===== config.mk =====
export PLATFORM = sky130hd
export DESIGN_NAME = can_signal_extractor
export DESIGN_NICKNAME = d
export VERILOG_FILES = /design/src/design/cse_pkg.sv /design/src/design/cse_scale_unit.sv /design/src/design/can_signal_extractor.sv
export SDC_FILE = /design/constraint.sdc
export NUM_CORES = 1
export LEC_CHECK = 0
export BUFFER_PORTS_ARGS = -buffer_cell sky130_fd_sc_hd__buf_2
export CAP_MARGIN = 20
export CORE_MARGIN = 2
export CORE_UTILIZATION = 35
export CTS_BUF_LIST = sky130_fd_sc_hd__clkbuf_4 sky130_fd_sc_hd__clkbuf_8
export DETAILED_ROUTE_END_ITERATION = 6
export PLACE_DENSITY = 0.55
export RECOVER_POWER = 50
export SYNTH_ARGS = -nofsm -noshare
export SYNTH_HDL_FRONTEND = slang
export SYNTH_SLANG_ARGS = --single-unit

===== constraint.sdc =====
create_clock -name clk -period 10.5 [get_ports clk]
set_input_delay 0.525 -clock clk [delete_from_list [all_inputs] [get_ports clk]]
set_output_delay 0.525 -clock clk [all_outputs]
set_load 0.05 [all_outputs]

===== src/design/cse_pkg.sv =====
`timescale 1ns / 1ps

package cse_pkg;

    // Table geometry.
    localparam int NUM_SIGNALS = 16;
    localparam int IDX_W       = (NUM_SIGNALS > 1) ? $clog2(NUM_SIGNALS) : 1;
    localparam int MAX_UPDATES = 4;
    localparam int CNT_W       = $clog2(MAX_UPDATES + 1);
    localparam int INIT_COUNT  = 13;

    // Frame identifiers used by the fixed mapping.
    localparam logic [10:0] ID_520 = 11'h520;
    localparam logic [10:0] ID_524 = 11'h524;
    localparam logic [10:0] ID_530 = 11'h530;
    localparam logic [10:0] ID_531 = 11'h531;
    localparam logic [10:0] ID_534 = 11'h534;
    localparam logic [10:0] ID_536 = 11'h536;

    // Unsigned Q1.16 scales, rounded to the nearest step of 2^-16.
    localparam logic [16:0] SC_1     = 17'd65536;
    localparam logic [16:0] SC_0P1   = 17'd6554;
    localparam logic [16:0] SC_0P01  = 17'd655;
    localparam logic [16:0] SC_0P001 = 17'd66;

    typedef struct packed {
        logic        valid;
        logic [10:0] id;
        logic [2:0]  offset;
        logic [16:0] scale;
    } entry_t;

    typedef struct packed {
        logic [10:0] frame_id;
        logic [7:0]  byte0;
        logic [7:0]  byte1;
        logic [7:0]  byte2;
        logic [7:0]  byte3;
        logic [7:0]  byte4;
        logic [7:0]  byte5;
        logic [7:0]  byte6;
        logic [7:0]  byte7;
    } frame_t;

    typedef struct packed {
        logic [3:0]         signal_index;
        logic signed [31:0] signal_value;
        logic               last_update;
    } update_t;

    function automatic entry_t make_entry(input logic [10:0] id, input logic [2:0] offset,
                                          input logic [16:0] scale);
        entry_t e;
        e.valid  = 1'b1;
        e.id     = id;
        e.offset = offset;
        e.scale  = scale;
        return e;
    endfunction

    localparam entry_t INIT_MAP [INIT_COUNT] = '{
        make_entry(ID_520, 3'd0, SC_1),
        make_entry(ID_520, 3'd2, SC_0P1),
        make_entry(ID_520, 3'd4, SC_0P1),
        make_entry(ID_520, 3'd6, SC_0P001),
        make_entry(ID_524, 3'd2, SC_0P001),
        make_entry(ID_530, 3'd0, SC_0P01),
        make_entry(ID_530, 3'd4, SC_0P1),
        make_entry(ID_530, 3'd6, SC_0P1),
        make_entry(ID_531, 3'd2, SC_0P1),
        make_entry(ID_531, 3'd6, SC_1),
        make_entry(ID_536, 3'd4, SC_0P1),
        make_entry(ID_536, 3'd6, SC_0P1),
        make_entry(ID_534, 3'd4, SC_1)
    };

    // Entries past the fixed mapping, or past the table size, are invalid.
    function automatic entry_t table_entry(input logic [IDX_W-1:0] idx);
        entry_t e;
        e = '0;
        for (int k = 0; k < INIT_COUNT; k++) begin
            if ((k == int'(idx)) && (k < NUM_SIGNALS)) begin
                e = INIT_MAP[k];
            end
        end
        return e;
    endfunction

endpackage


===== src/design/cse_scale_unit.sv =====
`timescale 1ns / 1ps

// Picks the little-endian word at the given offset and scales it to Q16.16.
module cse_scale_unit
    import cse_pkg::*;
(
    input  frame_t             frame,
    input  logic [2:0]         offset,
    input  logic [16:0]        scale,
    output logic signed [31:0] product
);

    logic [7:0]         bytes [8];
    logic [2:0]         hi_offset;
    logic signed [15:0] raw_word;
    logic signed [17:0] scale_s;
    logic signed [33:0] full_product;

    assign bytes[0] = frame.byte0;
    assign bytes[1] = frame.byte1;
    assign bytes[2] = frame.byte2;
    assign bytes[3] = frame.byte3;
    assign bytes[4] = frame.byte4;
    assign bytes[5] = frame.byte5;
    assign bytes[6] = frame.byte6;
    assign bytes[7] = frame.byte7;

    // The high byte wraps back to byte 0 when the offset is seven.
    assign hi_offset    = offset + 3'd1;
    assign raw_word     = {bytes[hi_offset], bytes[offset]};
    assign scale_s      = {1'b0, scale};
    assign full_product = raw_word * scale_s;
    assign product      = full_product[31:0];

endmodule


===== src/design/can_signal_extractor.sv =====
`timescale 1ns / 1ps

// Channel  | Signals                            | Direction | Payload
// ---------+------------------------------------+-----------+--------------------------------
// frame    | frame_valid, frame_stall, frame    | in        | frame_t: identifier, 8 bytes
// update   | update_valid, update_stall, update | out       | update_t: index, value, last
//
// A frame is taken only while the block is idle. The sequencer then looks at one table
// entry per cycle through the shared select-and-multiply unit, except while a new match
// waits for a stalled output register. The scan stops at the last entry or once the fourth
// match is found, and a flush state then delivers the last update if any match was found.
// No new frame is taken until the sequencer is back in idle.
// The signal table is constant logic, so reset needs no clearing pass; rst_n is
// asynchronous and active low and returns the sequencer to idle with no update pending.
module can_signal_extractor
    import cse_pkg::*;
(
    input  logic    clk,
    input  logic    rst_n,
    input  logic    frame_valid,
    output logic    frame_stall,
    input  frame_t  frame,
    output logic    update_valid,
    input  logic    update_stall,
    output update_t update
);

    // One-hot sequencer states.
    typedef enum logic [2:0] {
        ST_IDLE  = 3'b001,
        ST_SCAN  = 3'b010,
        ST_FLUSH = 3'b100
    } state_t;

    localparam logic [IDX_W-1:0] LAST_IDX = IDX_W'(NUM_SIGNALS - 1);

    state_t             state_reg, state_next;
    logic [IDX_W-1:0]   idx_reg, idx_next;
    logic [CNT_W-1:0]   cnt_reg, cnt_next;
    frame_t             frame_reg, frame_next;

    // The pending update holds the newest match until we know whether it is the last one.
    logic               pend_valid_reg, pend_valid_next;
    logic [IDX_W-1:0]   pend_idx_reg, pend_idx_next;
    logic signed [31:0] pend_value_reg, pend_value_next;

    logic               update_valid_reg, update_valid_next;
    update_t            update_reg, update_next;

    entry_t             entry;
    logic               hit;
    logic               out_free;
    logic               scan_done;
    logic signed [31:0] product;

    cse_scale_unit u_scale (
        .frame   (frame_reg),
        .offset  (entry.offset),
        .scale   (entry.scale),
        .product (product)
    );

    assign entry    = table_entry(idx_reg);
    assign hit      = entry.valid && (entry.id == frame_reg.frame_id);
    assign out_free = !update_valid_reg || !update_stall;

    // Scanning ends at the last table entry or when the final allowed match is taken.
    assign scan_done = (idx_reg == LAST_IDX) ||
                       (hit && (cnt_reg == CNT_W'(MAX_UPDATES - 1)));

    always_comb
    begin
        state_next        = state_reg;
        idx_next          = idx_reg;
        cnt_next          = cnt_reg;
        frame_next        = frame_reg;
        pend_valid_next   = pend_valid_reg;
        pend_idx_next     = pend_idx_reg;
        pend_value_next   = pend_value_reg;
        update_next       = update_reg;
        update_valid_next = update_valid_reg && update_stall;

        unique case (state_reg)
            ST_IDLE:
            begin
                if (frame_valid)
                begin
                    frame_next      = frame;
                    idx_next        = '0;
                    cnt_next        = '0;
                    pend_valid_next = 1'b0;
                    state_next      = ST_SCAN;
                end
            end
            ST_SCAN:
            begin
                // A new match can only displace the pending one once the output is free.
                if (!(hit && pend_valid_reg && !out_free))
                begin
                    if (hit)
                    begin
                        if (pend_valid_reg)
                        begin
                            update_next.signal_index = 4'(pend_idx_reg);
                            update_next.signal_value = pend_value_reg;
                            update_next.last_update  = 1'b0;
                            update_valid_next        = 1'b1;
                        end
                        pend_valid_next = 1'b1;
                        pend_idx_next   = idx_reg;
                        pend_value_next = product;
                        cnt_next        = cnt_reg + CNT_W'(1);
                    end
                    if (scan_done)
                    begin
                        if (hit || pend_valid_reg)
                        begin
                            state_next = ST_FLUSH;
                        end
                        else
                        begin
                            state_next = ST_IDLE;
                        end
                    end
                    else
                    begin
                        idx_next = idx_reg + IDX_W'(1);
                    end
                end
            end
            ST_FLUSH:
            begin
                if (out_free)
                begin
                    update_next.signal_index = 4'(pend_idx_reg);
                    update_next.signal_value = pend_value_reg;
                    update_next.last_update  = 1'b1;
                    update_valid_next        = 1'b1;
                    pend_valid_next          = 1'b0;
                    state_next               = ST_IDLE;
                end
            end
            default:
            begin
                state_next = ST_IDLE;
            end
        endcase
    end

    always_ff @(posedge clk or negedge rst_n)
    begin
        if (!rst_n)
        begin
            state_reg        <= ST_IDLE;
            idx_reg          <= '0;
            cnt_reg          <= '0;
            pend_valid_reg   <= 1'b0;
            update_valid_reg <= 1'b0;
        end
        else
        begin
            state_reg        <= state_next;
            idx_reg          <= idx_next;
            cnt_reg          <= cnt_next;
            pend_valid_reg   <= pend_valid_next;
            update_valid_reg <= update_valid_next;
        end
    end

    always_ff @(posedge clk)
    begin
        frame_reg      <= frame_next;
        pend_idx_reg   <= pend_idx_next;
        pend_value_reg <= pend_value_next;
        update_reg     <= update_next;
    end

    assign frame_stall  = (state_reg != ST_IDLE);
    assign update_valid = update_valid_reg;
    assign update       = update_reg;

`ifndef SYNTHESIS
    // The flush state always has a pending update to deliver.
    a_flush_has_pending: assert property (@(posedge clk) disable iff (!rst_n)
        (state_reg == ST_FLUSH) |-> pend_valid_reg)
        else $error("flush state without a pending update");

    // Nothing is left pending once the sequencer is back in idle.
    a_idle_no_pending: assert property (@(posedge clk) disable iff (!rst_n)
        (state_reg == ST_IDLE) |-> !pend_valid_reg)
        else $error("pending update left over in idle");

    // A frame transaction starts a clean scan from the top of the table.
    a_accept_starts_scan: assert property (@(posedge clk) disable iff (!rst_n)
        (frame_valid && !frame_stall) |=>
            ((state_reg == ST_SCAN) && (idx_reg == '0) && (cnt_reg == '0) && !pend_valid_reg))
        else $error("frame transaction did not start a clean scan");

    // No more than the allowed number of updates per frame.
    a_count_bound: assert property (@(posedge clk) disable iff (!rst_n)
        cnt_reg <= CNT_W'(MAX_UPDATES))
        else $error("update count exceeded its limit");
`endif

endmodule


---- Yosys cells after proc, flatten, opt, wreduce, memory -nomap -nowiden ----
Index checks and enable logic that the tools add are counted.
word-level totals
  bits in latches ......................... 0
  bits in registers ....................... 160
  bits in writable memories ............... 0
  bits of input ports ..................... 79
  ROM bits ................................ 0
  memories kept ........................... 0
operators by class
  bitwise gates (word level) .............. 3
  add/subtract/negate cells ............... 3
  equality and inequality tests ........... 26
  reductions and logical operators ........ 22
  order comparisons ....................... 2
  divide/modulo/power cells ............... 0
  shift-type cells ........................ 0
  multiplexer cells ....................... 48
  $mul .................................... 1
operators with widths
  kind                                                       count
  two-way mux 32 bit                                         13
  two-way mux 37 bit                                         4
  one-hot mux 37 bit (2 select lines)                        1
  binary-select mux 8 bit (select 3 bit)                     2
  equality test 4 bit (first input constant)                 8
  multiplier 16 x 18 -> 32 bit                               1
  two-way mux 8 bit                                          4
  two-way mux 3 bit                                          8
  != test 2 bit (second input constant)                      7
  equality test 3 x 4 -> 1 bit (first input constant)        3
  two-way mux 4 bit                                          3
  AND reduction 4 bit                                        3
  equality test 11 bit                                       1
  AND reduction 5 bit                                        2
  one-hot mux 3 bit (3 select lines)                         1
  greater-or-equal comparator 4 bit (second input constant)  2
  two-way mux 1 bit                                          8
  NOT 3 -> 4 bit                                             2
  one-hot mux 4 bit (2 select lines)                         1
  adder 3 x 1 -> 3 bit (second input constant)               2
  equality test 3 x 2 -> 1 bit (second input constant)       2
  one-hot mux 3 bit (2 select lines)                         1
  logical AND 1 bit                                          5
  adder 4 x 1 -> 4 bit (second input constant)               1
  other kinds (15)                                           20

---- Longest topological paths before layout ----
Gate-level depths: netlist of the first run.
  depth after elaboration ................. 21
  depth in mapped cells ................... 32
  gate-level depth less buffers ........... 31

---- Hierarchy ----
Synthesis of the first run repeated with hierarchy kept, for this count alone.
unflattened totals
  cell total of the unflattened synthesis .. 1,394
  area, all modules ....................... 15,670.0 um^2
by module, submodules not included
  module                instances  area an instance (um^2)  cells an instance
  cse_scale_unit        1          10,095.9                 1,105
  can_signal_extractor  1          5,574.1                  289

---- Worst setup path before layout of the first run ----
No wires, ideal clock.
  path type ............................... register to register
  from .................................... register idx_reg[0]
  to ...................................... register pend_value_reg[23], data pin
  slack ................................... 3.289 ns
  path buffers ............................ 1
  required time ........................... 10.241 ns
  cell stages (with the launch flop) ...... 29
  arrival time ............................ 6.952 ns
  cells stage by stage .................... dfrtp_1 -> inv_1 -> ha_1 -> nor2_2 -> nand2_1 -> o21ai_2 -> buf_6 -> mux2_2 -> o21ai_1 -> or2_1 -> inv_1 -> fa_1 -> inv_1 -> fa_1 -> fa_1 -> inv_1 -> fa_1 -> fa_1 -> inv_1 -> fa_1 -> inv_1 -> ha_1 -> a2111oi_2 -> nand3_2 -> a31o_1 -> a311o_1 -> a21o_1 -> a21oi_2 -> xnor2_1
between the ends
  word-level cells in the longest chain between the ends .. 19
  elaborated cells on any way between the ends .. 36
ends and longest elaborated chain
  what                                                   line                         text
  from (decl)                                            can_signal_extractor.sv:38   logic [IDX_W-1:0] idx_reg, idx_next;
  from (signal assigned)                                 can_signal_extractor.sv:163  idx_reg <= idx_next;
  equality test 2 x 4 -> 1 bit                           cse_pkg.sv:82                if ((k == int'(idx)) && (k < NUM_SIGNALS)) begin
  two-way mux 32 bit (11 in series)                      cse_pkg.sv:82
  two-way mux 32 bit *                                   cse_pkg.sv:82
  adder 3 x 1 -> 3 bit                                   cse_scale_unit.sv:29         assign hi_offset = offset + 3'd1;
  NOT 3 -> 4 bit (not written as such)                   cse_scale_unit.sv:30         assign raw_word = {bytes[hi_offset], bytes[offset]};
  binary-select mux 8 bit (select 3 bit)                 cse_scale_unit.sv:30
  two-way mux 8 bit (not written as such) (2 in series)  cse_scale_unit.sv:30
  multiplier 16 x 18 -> 32 bit *                         cse_scale_unit.sv:32         assign full_product = raw_word * scale_s;
  via product[23]                                        can_signal_extractor.sv:54   logic signed [31:0] product;
  to (signal assigned)                                   can_signal_extractor.sv:174  pend_value_reg <= pend_value_next;
  to (decl)                                              can_signal_extractor.sv:45   logic signed [31:0] pend_value_reg, pend_value_next;
The timed path passes the listed nets; every way through them passes the cells marked *. The select of a mux whose other input is x is not followed.
A chain may end at the register's enable or synchronous reset.

---- Worst setup path after layout of the first run ----
  from .................................... register idx_reg[1]
  to ...................................... register pend_value_reg[31], data pin
The elaborated chain is that of the path after synthesis.

==> run_results.csv, run 1 <==
group,metric,value,unit
logic_synthesis,synth_top_family_by_area,"adder cells",
logic_synthesis,synthCells,1121,
clock_tree,cts-root-buf,"clkbuf_8",
logic_synthesis,synth_compound_area_share,6.71,%
logic_synthesis,yosysWarnings,0,
detailed_routing,wirelength,28.5,mm
cells_and_area,final_util,39.5,%
worst_setup_path,r2r_start,"idx_reg[1]",
clock_tree,clk_pin_slew,0.09,ns
worst_setup_path,end_kind,"flip-flop",
cells_and_area,multi_input_comb_area,7270,um2
detailed_routing,drc,0,
status,violations,"capacitance limit, slew limit",
die,dieArea,38600,um2
worst_setup_path,cpPeakStageDelay,0.57,ns
logic_synthesis,synth_top_area_share,34.3,%
logic_synthesis,yosysUniqueCellTypes,65,
worst_setup_path,required,10.75,ns
die,rows,70,
logic_synthesis,synth_edf_count,148,
die,initial_utilization,35.5,%
timing,setup_violations,0,
die,core,36500,um2
timing,fin_crit,8.32,ns
logic_synthesis,synth.most_common_cell,"inv_1",
global_route,grt_overflow,0,
logic_synthesis,synth.area.top_cells,"edfxtp_1, fa_1, ha_1",
die,top_level_ports,118,
status,status,"finished, violations left",
timing,slew_viol_final,79,
place,place.gp.congestion,0.897,
logic_synthesis,synthSimpleGateAreaFrac,7.58,%
logic_synthesis,synth_nets,1491,
logic_synthesis,synthTopCellsByCount,"inv_1, ha_1, edfxtp_1",
global_route,grt_pass1_vias,8811,
clock_tree,cts_buffers,17,
timing,grt_setup_unrepaired,"no",
cells_and_area,largest_reg_flops,75,
worst_setup_path,rrSetupSlack,2.18,ns
flow_run,drv_cap,1,
worst_hold_path,worstHoldStart,"frame[23]",
clock_tree,post_cts_buffers,0,
die,die_h,196,um
detailed_routing,drt_iter0_drc,498,
cells_and_area,fillers,3514,
worst_setup_path,r2r_end,"pend_value_reg[31]",
logic_synthesis,ys_seq_elements,160,
detailed_routing,num_vias,8121,
clock_tree,clockBufferDepth,2,
clock_tree,clkLatencyLatePin,0.50,ns
detailed_routing,wl_per_cell,16.5,um
worst_hold_path,hold_path.class,"in2reg",
logic_synthesis,yosysSeqAreaShare,36.6,%
worst_setup_path,cp-startpoint,"idx_reg[1]",
cells_and_area,drive_gt1_share,11.2,%
logic_synthesis,synthAdderAreaFrac,35.3,%
timing,fmax,120,MHz
logic_synthesis,avgSynthCellArea,11.6,um2
timing,whs,0.194,ns
detailed_routing,drt_first_pass_iters,5,
cells_and_area,area.sequential,4750,um2
clock_tree,cts_sinks,160,
global_route,grt_pass1_wl,46.6,mm
clock_tree,cts_tree,"built",
global_route,grt_usage,15.8,%
global_route,antenna_found_initial,3,
die,die_w,196,um
worst_setup_path,arrival,8.58,ns
worst_setup_path,crit_type,"reg2reg",
timing,setup_tns,0,ns
worst_setup_path,cp-start-kind,"flip-flop",
logic_synthesis,synth_ff_type,"edfxtp_1",
clock_tree,post_cts_resized,0,
worst_setup_path,r2r_cells,29,
detailed_routing,via_per_inst,4.70,
place,place_hpwl,23.0,mm
clock_tree,h-tree-depth,4,
timing,post-route-period-util,79.3,%
cells_and_area,fin_nets,1613,
global_route,grt_max_degree,79,
logic_synthesis,synth_xor_area_share,2.76,%
timing,maxSlewHeadroom,-169,%
cells_and_area,synthToLayoutAreaGrowth,11.4,%
timing,finalHoldViolations,0,
worst_setup_path,critPathCapture,"pend_value_reg[31]",
logic_synthesis,netlist_area,13000,um2
worst_setup_path,cp_slowest_cell,"a311oi_1",
timing,skew,0.0160,ns
logic_synthesis,synth_top_area_cell,"edfxtp_1",
timing,worst_pin_slew,4.03,ns
logic_synthesis,synthArstFlopShare,7.50,%
logic_synthesis,muxShareOfSynthArea,3.50,%
place,portBuffers,117,
worst_setup_path,cp_max_fo,17,
detailed_routing,antenna_left,0,
timing repair:
item                                   4_1_cts  5_1_grt
setup endpoints to repair                    0        0
endpoints found under the hold margin       11        0
hold buffers                                 1        0
metal layers:
layer	GRT usage [%]	up-vias	share of wire, %
li1	-	3970	-
met1	21.1	3913	47
met2	25.6	207	46
met3	2.99	29	4.9
met4	5.89	2	2.2
met5	0	-	0.039
cells in the final DEF (no fill, tap or decap), drive strengths merged, types with 15 or more instances in the layout:
| master | n |
|---|---|
| a21oi | 47 |
| buf | 72 |
| clkbuf | 69 |
| edfxtp | 148 |
| fa | 125 |
| ha | 166 |
| inv | 229 |
| mux2 | 15 |
| mux2i | 28 |
| nand2 | 68 |
| nor2 | 70 |
| o21ai | 40 |
| xnor2 | 24 |
| xor2 | 16 |
critical path: cells and delay by family, from the launching register on:
family,cells,cell delay [ns]
fa+ha+maj,8,3.45
buf+inv,7,0.78
simple gates,3,0.41
xor+xnor,1,0.08
compound gates,9,2.50
mux,1,0.37
flops,1,0.45
worst min-delay path by stage:
stage	depth (start not counted)	slack, ns	endpoint
6_report	1	0.19	frame_reg[23]
3_3_place_gp	0	0.41	update[16]
2_1_floorplan	0	0.23	cnt_reg[0]
3_5_place_dp	0	0.40	update[15]
4_1_cts	1	0.15	frame_reg[41]
5_1_grt	1	0.16	frame_reg[41]
cell families (layout without fill, tap and decap cells):
group                    after synthesis  in the layout
adder cells (fa/ha/maj)              291            291
buffers and inverters                242            377
flip-flops                           160            160
multiplexers                          43             43
AO/OA/AOI/OAI                        136            136
XOR/XNOR                              40             40
other                                  1              4
AND/OR/NAND/NOR                      208            208
metrics by stage:
step                cells  cell area, um2  setup slack, ns
floorplan            1121           13000             3.29
global placement     1690           14100             2.40
detailed placement   1690           14100             2.24
CTS                  1723           14500             2.23
global route         1725           14400             1.70
finish               1727           14400             2.18
layout make-up:
class	count	area share, %
Clock buffer	17	1.62
Tap cell	468	4.06
Multi-Input combinational cell	719	50.4
Inverter	220	5.72
Clock inverter	15	1.17
Timing Repair Buffer	125	4.11
Antenna cell	3	0.0520
Sequential cell	160	32.9
Power of run 1 is not shown: default switching activity piles up to over one toggle a cycle in this logic, so the estimate is an artifact.
==> inputs of run 2 (changes only) <==
--- a/config.mk
+++ b/config.mk
@@ -5,6 +5,7 @@
 export SDC_FILE = /design/constraint.sdc
 export NUM_CORES = 1
 export LEC_CHECK = 0
+export ABC_AREA = 1
 export BUFFER_PORTS_ARGS = -buffer_cell sky130_fd_sc_hd__buf_2
 export CAP_MARGIN = 20
 export CORE_MARGIN = 2
==> constraint.sdc (replaced) <==
create_clock -name clk -period 8.5 [get_ports clk]
set_input_delay 0.425 -clock clk [delete_from_list [all_inputs] [get_ports clk]]
set_output_delay 0.425 -clock clk [all_outputs]
set_load 0.05 [all_outputs]
==> run 2 against run 1 <==
  * The flow still finishes with violations (capacitance limit, slew limit)
  * Cell count grew 14%
  * Sequential share of layout area shrank 1.2 points
  * Sequential cell count is the same
  * Routed wire length grew 9.0%
  * Fmax grew 6.5%
  * Setup slack lost 1.5 ns
  * First-iteration DRC count shrank 9.6%
  * Critical path type unchanged
  * Register-to-register slack lost 1.5 ns
  * Hold slack lost 0.10 ns
  * Clock-buffer cell count is the same
  * Core utilization grew 0.14 points
==> run_results.csv, run 2 <==
group,metric,value,unit
status,status,"finished, violations left",
status,violations,"capacitance limit, slew limit",
logic_synthesis,synth_nets,1691,
detailed_routing,drt_iter0_drc,450,
worst_setup_path,cp_num_buf_inv,6,
worst_setup_path,r2r_end,"pend_value_reg[30]",
logic_synthesis,yosysSeqAreaShare,35.3,%
worst_setup_path,required,8.77,ns
cells_and_area,final_common_cell,"inv_1",
worst_setup_path,crit_type,"reg2reg",
worst_setup_path,end_kind,"flip-flop",
worst_setup_path,cp_max_fo,25,
clock_tree,h-tree-depth,4,
clock_tree,cts_buffers,17,
clock_tree,cts_sinks,160,
logic_synthesis,avgSynthCellArea,10.2,um2
detailed_routing,via_per_inst,4.57,
detailed_routing,drt_first_pass_iters,5,
clock_tree,cts_tree,"built",
place,portBuffers,117,
worst_hold_path,worstHoldStart,"frame[43]",
die,rows,71,
die,top_level_ports,118,
worst_setup_path,cp_slowest_cell,"fa_1",
global_route,grt_pass1_wl,50.3,mm
worst_setup_path,r2r_start,"idx_reg[0]",
logic_synthesis,synth_top_area_share,33.1,%
logic_synthesis,synth_ff_type,"edfxtp_1",
cells_and_area,drive_gt1_share,11.7,%
worst_setup_path,cpPeakStageDelay,0.56,ns
detailed_routing,wl_per_cell,15.8,um
timing,slew_viol_final,77,
die,die_h,200,um
flow_run,drv_cap,1,
global_route,antenna_found_initial,0,
cells_and_area,fin_cells,1970,
detailed_routing,num_vias,9002,
die,core,37800,um2
worst_setup_path,cpMostUsedCell,"fa_1",
cells_and_area,antennaDiodeCount,0,
worst_setup_path,rrSetupSlack,0.69,ns
logic_synthesis,yosysWarnings,0,
cells_and_area,largest_reg_flops,75,
worst_setup_path,crit_family,"adder cells",
logic_synthesis,synth_top_area_cell,"edfxtp_1",
die,initial_utilization,35.6,%
logic_synthesis,synth_edf_count,148,
timing,skew,0.0230,ns
logic_synthesis,synthTopCellsByCount,"inv_1, nand2_1, ha_1",
global_route,grt_pass1_vias,9600,
place,place_hpwl,26.1,mm
logic_synthesis,synth.most_common_cell,"inv_1",
worst_setup_path,arrival,8.08,ns
clock_tree,cts-root-buf,"clkbuf_8",
detailed_routing,wirelength,31.1,mm
timing,setup_violations,0,
worst_hold_path,hold_path.class,"in2reg",
timing,grt_setup_unrepaired,"no",
cells_and_area,fillers,3798,
cells_and_area,synthToLayoutAreaGrowth,11.4,%
clock_tree,clkLatencyLatePin,0.50,ns
cells_and_area,final_cell_mix,"inv_1, nand2_1, ha_1",
logic_synthesis,netlist_area,13400,um2
place,place.gp.congestion,0.893,
timing,worst_pin_slew,3.86,ns
clock_tree,clockBufferDepth,2,
timing,fin_crit,7.81,ns
global_route,grt_overflow,0,
logic_synthesis,ys_seq_elements,160,
worst_hold_path,whs_path_depth,1,
detailed_routing,antenna_left,0,
timing,fmax,128,MHz
worst_setup_path,r2r_cells,27,
timing,finalHoldViolations,0,
timing,maxSlewHeadroom,-157,%
die,dieArea,40000,um2
cells_and_area,fin_nets,1816,
logic_synthesis,yosysUniqueCellTypes,51,
global_route,grt_max_degree,77,
worst_setup_path,cp-start-kind,"flip-flop",
place,post-place-cells,1937,
logic_synthesis,synth.area.top_cells,"edfxtp_1, fa_1, ha_1",
clock_tree,clk_pin_slew,0.11,ns
die,die_w,200,um
detailed_routing,drc,0,
timing,post-route-period-util,91.9,%
logic_synthesis,synthCells,1321,
timing,setup_tns,0,ns
worst_hold_path,min_to,"frame_reg[43]",
logic_synthesis,synthArstFlopShare,7.50,%
global_route,grt_usage,16.6,%
-- run 2: layout make-up --
type | instances | area (um2) | share of cell area, %
Tap cell | 511 | 639 | 4.27
Timing Repair Buffer | 124 | 584 | 3.90
Sequential cell | 160 | 4750 | 31.7
Multi-Input combinational cell | 863 | 7530 | 50.3
Inverter | 280 | 1060 | 7.05
Clock inverter | 15 | 180 | 1.20
Clock buffer | 17 | 234 | 1.56
-- run 2: repair_timing --
action / in CTS / in global routing
endpoints found under the hold margin: 11 / 0
buffers inserted: 0 / 0
gates resized for setup: 0 / 0
hold buffers: 1 / 0
-- run 2: stage by stage --
step                      worst slack, ns  util (%)  area, um2  hold WS (ns)
after CTS                           0.696      39.8      15000        0.0438
after global routing                0.274      39.7      15000        0.0449
final                               0.686      39.7      15000        0.0943
after detailed placement            0.693      38.7      14600         0.330
after global placement              0.751      38.7      14600         0.331
after floorplan                      2.05         -      13400         0.129
-- run 2: routing by layer --
metal  vias to the layer above  global-route usage, %  routed length [um]
met5                         -                      0                   0
met4                         0                   4.94                 570
met3                        28                   3.23                1470
met2                       221                   26.8               14100
met1                      4255                   22.8               15000
li1                       4498                      -                   -
-- run 2: cells by family after synthesis --
family	share of synthesized area, %
simple gates	14.8
xor+xnor	2.48
flops	35.3
compound gates	4.45
fa+ha+maj	34.1
other cells	0.0279
buf+inv	8.82
-- run 2: worst max-delay path by stage --
stage,from,to,cells past startpoint
4_1_cts,idx_reg[0],pend_value_reg[30],27
2_1_floorplan,idx_reg[0],pend_value_reg[21],29
3_3_place_gp,idx_reg[0],pend_value_reg[30],27
6_report,idx_reg[0],pend_value_reg[30],27
5_1_grt,idx_reg[0],pend_value_reg[30],29
3_5_place_dp,idx_reg[0],pend_value_reg[30],27
Power of run 2 is left out for the same reason.
==> inputs of run 3 (changes only) <==
--- a/config.mk
+++ b/config.mk
@@ -7,12 +7,12 @@
 export LEC_CHECK = 0
 export ABC_AREA = 1
 export BUFFER_PORTS_ARGS = -buffer_cell sky130_fd_sc_hd__buf_2
-export CAP_MARGIN = 20
+export CAP_MARGIN = 40
 export CORE_MARGIN = 2
-export CORE_UTILIZATION = 35
+export CORE_UTILIZATION = 60
 export CTS_BUF_LIST = sky130_fd_sc_hd__clkbuf_4 sky130_fd_sc_hd__clkbuf_8
 export DETAILED_ROUTE_END_ITERATION = 6
-export PLACE_DENSITY = 0.55
+export PLACE_DENSITY = 0.78
 export RECOVER_POWER = 50
 export SYNTH_ARGS = -nofsm -noshare
 export SYNTH_HDL_FRONTEND = slang
==> run 3 against run 2 <==
  * The run still ends with capacitance limit, slew limit left
  * Core utilization is 28 points higher
  * Critical path type unchanged
  * Critical endpoint unchanged
  * Critical path depth down 1
  * Sequential share of layout area increased by 0.52 points
  * Clock skew is 0.0087 ns lower
  * Cell count decreased by 12%
==> run_results.csv, run 3 (same netlist as run 2, synthesis figures left out) <==
group,metric,value,unit
cells_and_area,final_util,67.3,%
cells_and_area,synthToLayoutAreaGrowth,9.63,%
timing,post-route-period-util,91.7,%
detailed_routing,drt_iter0_drc,684,
global_route,antenna_found_initial,0,
timing,finalHoldViolations,0,
detailed_routing,drc,0,
clock_tree,cts_tree,"built",
global_route,grt_pass1_vias,9445,
die,die_w,154,um
cells_and_area,fin_nets,1815,
status,violations,"capacitance limit, slew limit",
detailed_routing,via_per_inst,5.34,
cells_and_area,antennaDiodeCount,0,
worst_setup_path,cp_max_fo,30,
detailed_routing,drt_first_pass_iters,6,
cells_and_area,largest_reg_flops,75,
clock_tree,cts_sinks,160,
die,rows,54,
worst_setup_path,cpPeakStageDelay,0.71,ns
worst_setup_path,arrival,8.01,ns
place,portBuffers,117,
timing,setup_violations,0,
global_route,grt_pass1_wl,47.9,mm
timing,worst_pin_slew,3.75,ns
detailed_routing,antenna_left,0,
flow_run,drv_cap,1,
timing,fmax,128,MHz
worst_setup_path,cpMostUsedCell,"fa_1",
clock_tree,clk_pin_slew,0.10,ns
timing,skew,0.0143,ns
worst_hold_path,hold_path.class,"in2reg",
detailed_routing,wirelength,29.5,mm
clock_tree,cts-root-buf,"clkbuf_8",
die,initial_utilization,61.4,%
clock_tree,post_cts_resized,0,
global_route,grt_max_degree,76,
die,core,21900,um2
timing,slew_viol_final,76,
worst_setup_path,end_kind,"flip-flop",
timing,maxSlewHeadroom,-150,%
die,top_level_ports,118,
timing,setup_tns,0,ns
timing,fin_crit,7.79,ns
cells_and_area,fillers,1725,
worst_setup_path,cp_slowest_cell,"dfrtp_1",
clock_tree,clkLatencyLatePin,0.46,ns
place,place_hpwl,23.9,mm
worst_setup_path,crit_type,"reg2reg",
die,dieArea,23600,um2
worst_setup_path,cp-start-kind,"flip-flop",
worst_setup_path,required,8.71,ns
detailed_routing,num_vias,9280,
worst_setup_path,rrSetupSlack,0.71,ns
timing,grt_setup_unrepaired,"no",
clock_tree,clockBufferDepth,2,
global_route,grt_overflow,0,
clock_tree,cts_buffers,17,
worst_setup_path,crit_family,"adder cells",
status,status,"finished, violations left",
die,die_h,154,um
cells_and_area,drive_gt1_share,11.5,%
worst_setup_path,cp_num_buf_inv,5,
cells_and_area,final_common_cell,"inv_1",
cells_and_area,final_cell_mix,"inv_1, nand2_1, ha_1",
clock_tree,h-tree-depth,4,
detailed_routing,wl_per_cell,17.0,um
place,place.gp.congestion,0.994,
global_route,grt_usage,25.9,%
run 3: cell count changes in the layout (fill, tap and decap cells not counted), moves of 2 or more:
| cell | change |
|---|---|
| bufinv_16 | +4 |
| buf_4 | -2 |
| clkinv_8 | -5 |
| inv_6 | +2 |
run 3: stage by stage:
stage	cells	setup WS, ns	area, um2	hold WS (ns)
global placement	1704	0.831	14300	0.329
CTS	1738	0.758	14800	0.114
finish	1738	0.709	14700	0.132
global route	1738	0.209	14700	0.107
detailed placement	1705	0.750	14300	0.328
floorplan	1321	2.05	13400	0.129
run 3: final cells by class:
type / instances / area [um2] / area share (%)
Multi-Input combinational cell: 863 / 7520 / 51.1
Sequential cell: 160 / 4750 / 32.2
Inverter: 280 / 1060 / 7.17
Timing Repair Buffer: 123 / 591 / 4.01
Tap cell: 280 / 350 / 2.38
Clock buffer: 18 / 248 / 1.68
Clock inverter: 14 / 215 / 1.46
run 3: worst paths after layout:
kind / end / depth (start not counted) / from
worst max-delay path: pend_value_reg[30] / 26 / idx_reg[2]
worst min-delay path: frame_reg[37] / 1 / frame[37]
worst max register to register: pend_value_reg[30] / 26 / idx_reg[2]
worst min register to register: update[21] / 0 / pend_value_reg[20]
max in group asynchronous: cnt_reg[1] / 2 / rst_n
min in group asynchronous: idx_reg[1] / 2 / rst_n
run 3: worst register-to-register path, delay by kind of cell, from the launching register on:
family | cells | cell delay (ns)
xor gates and xnor gates | 1 | 0.17
and+or+nand+nor | 7 | 1.22
AOI/OAI and AO/OA | 6 | 1.85
DFF | 1 | 0.71
buffers and inverters | 5 | 0.36
adders and majority gates | 7 | 3.22
run 3: layer usage:
| metal | global-route usage [%] | up-vias | share of wire (%) |
|---|---|---|---|
| li1 | - | 4488 | - |
| met1 | 36.6 | 4413 | 45 |
| met2 | 42.3 | 336 | 47 |
| met3 | 3.58 | 43 | 5.9 |
| met4 | 7.91 | 0 | 2.5 |
| met5 | 0 | - | 0 |
run 3: what timing repair did:
action | CTS | global route
hold buffers | 1 | 0
buffers inserted | 0 | 0
hold endpoints to repair | 11 | 0
Power of run 3 is left out for the same reason.
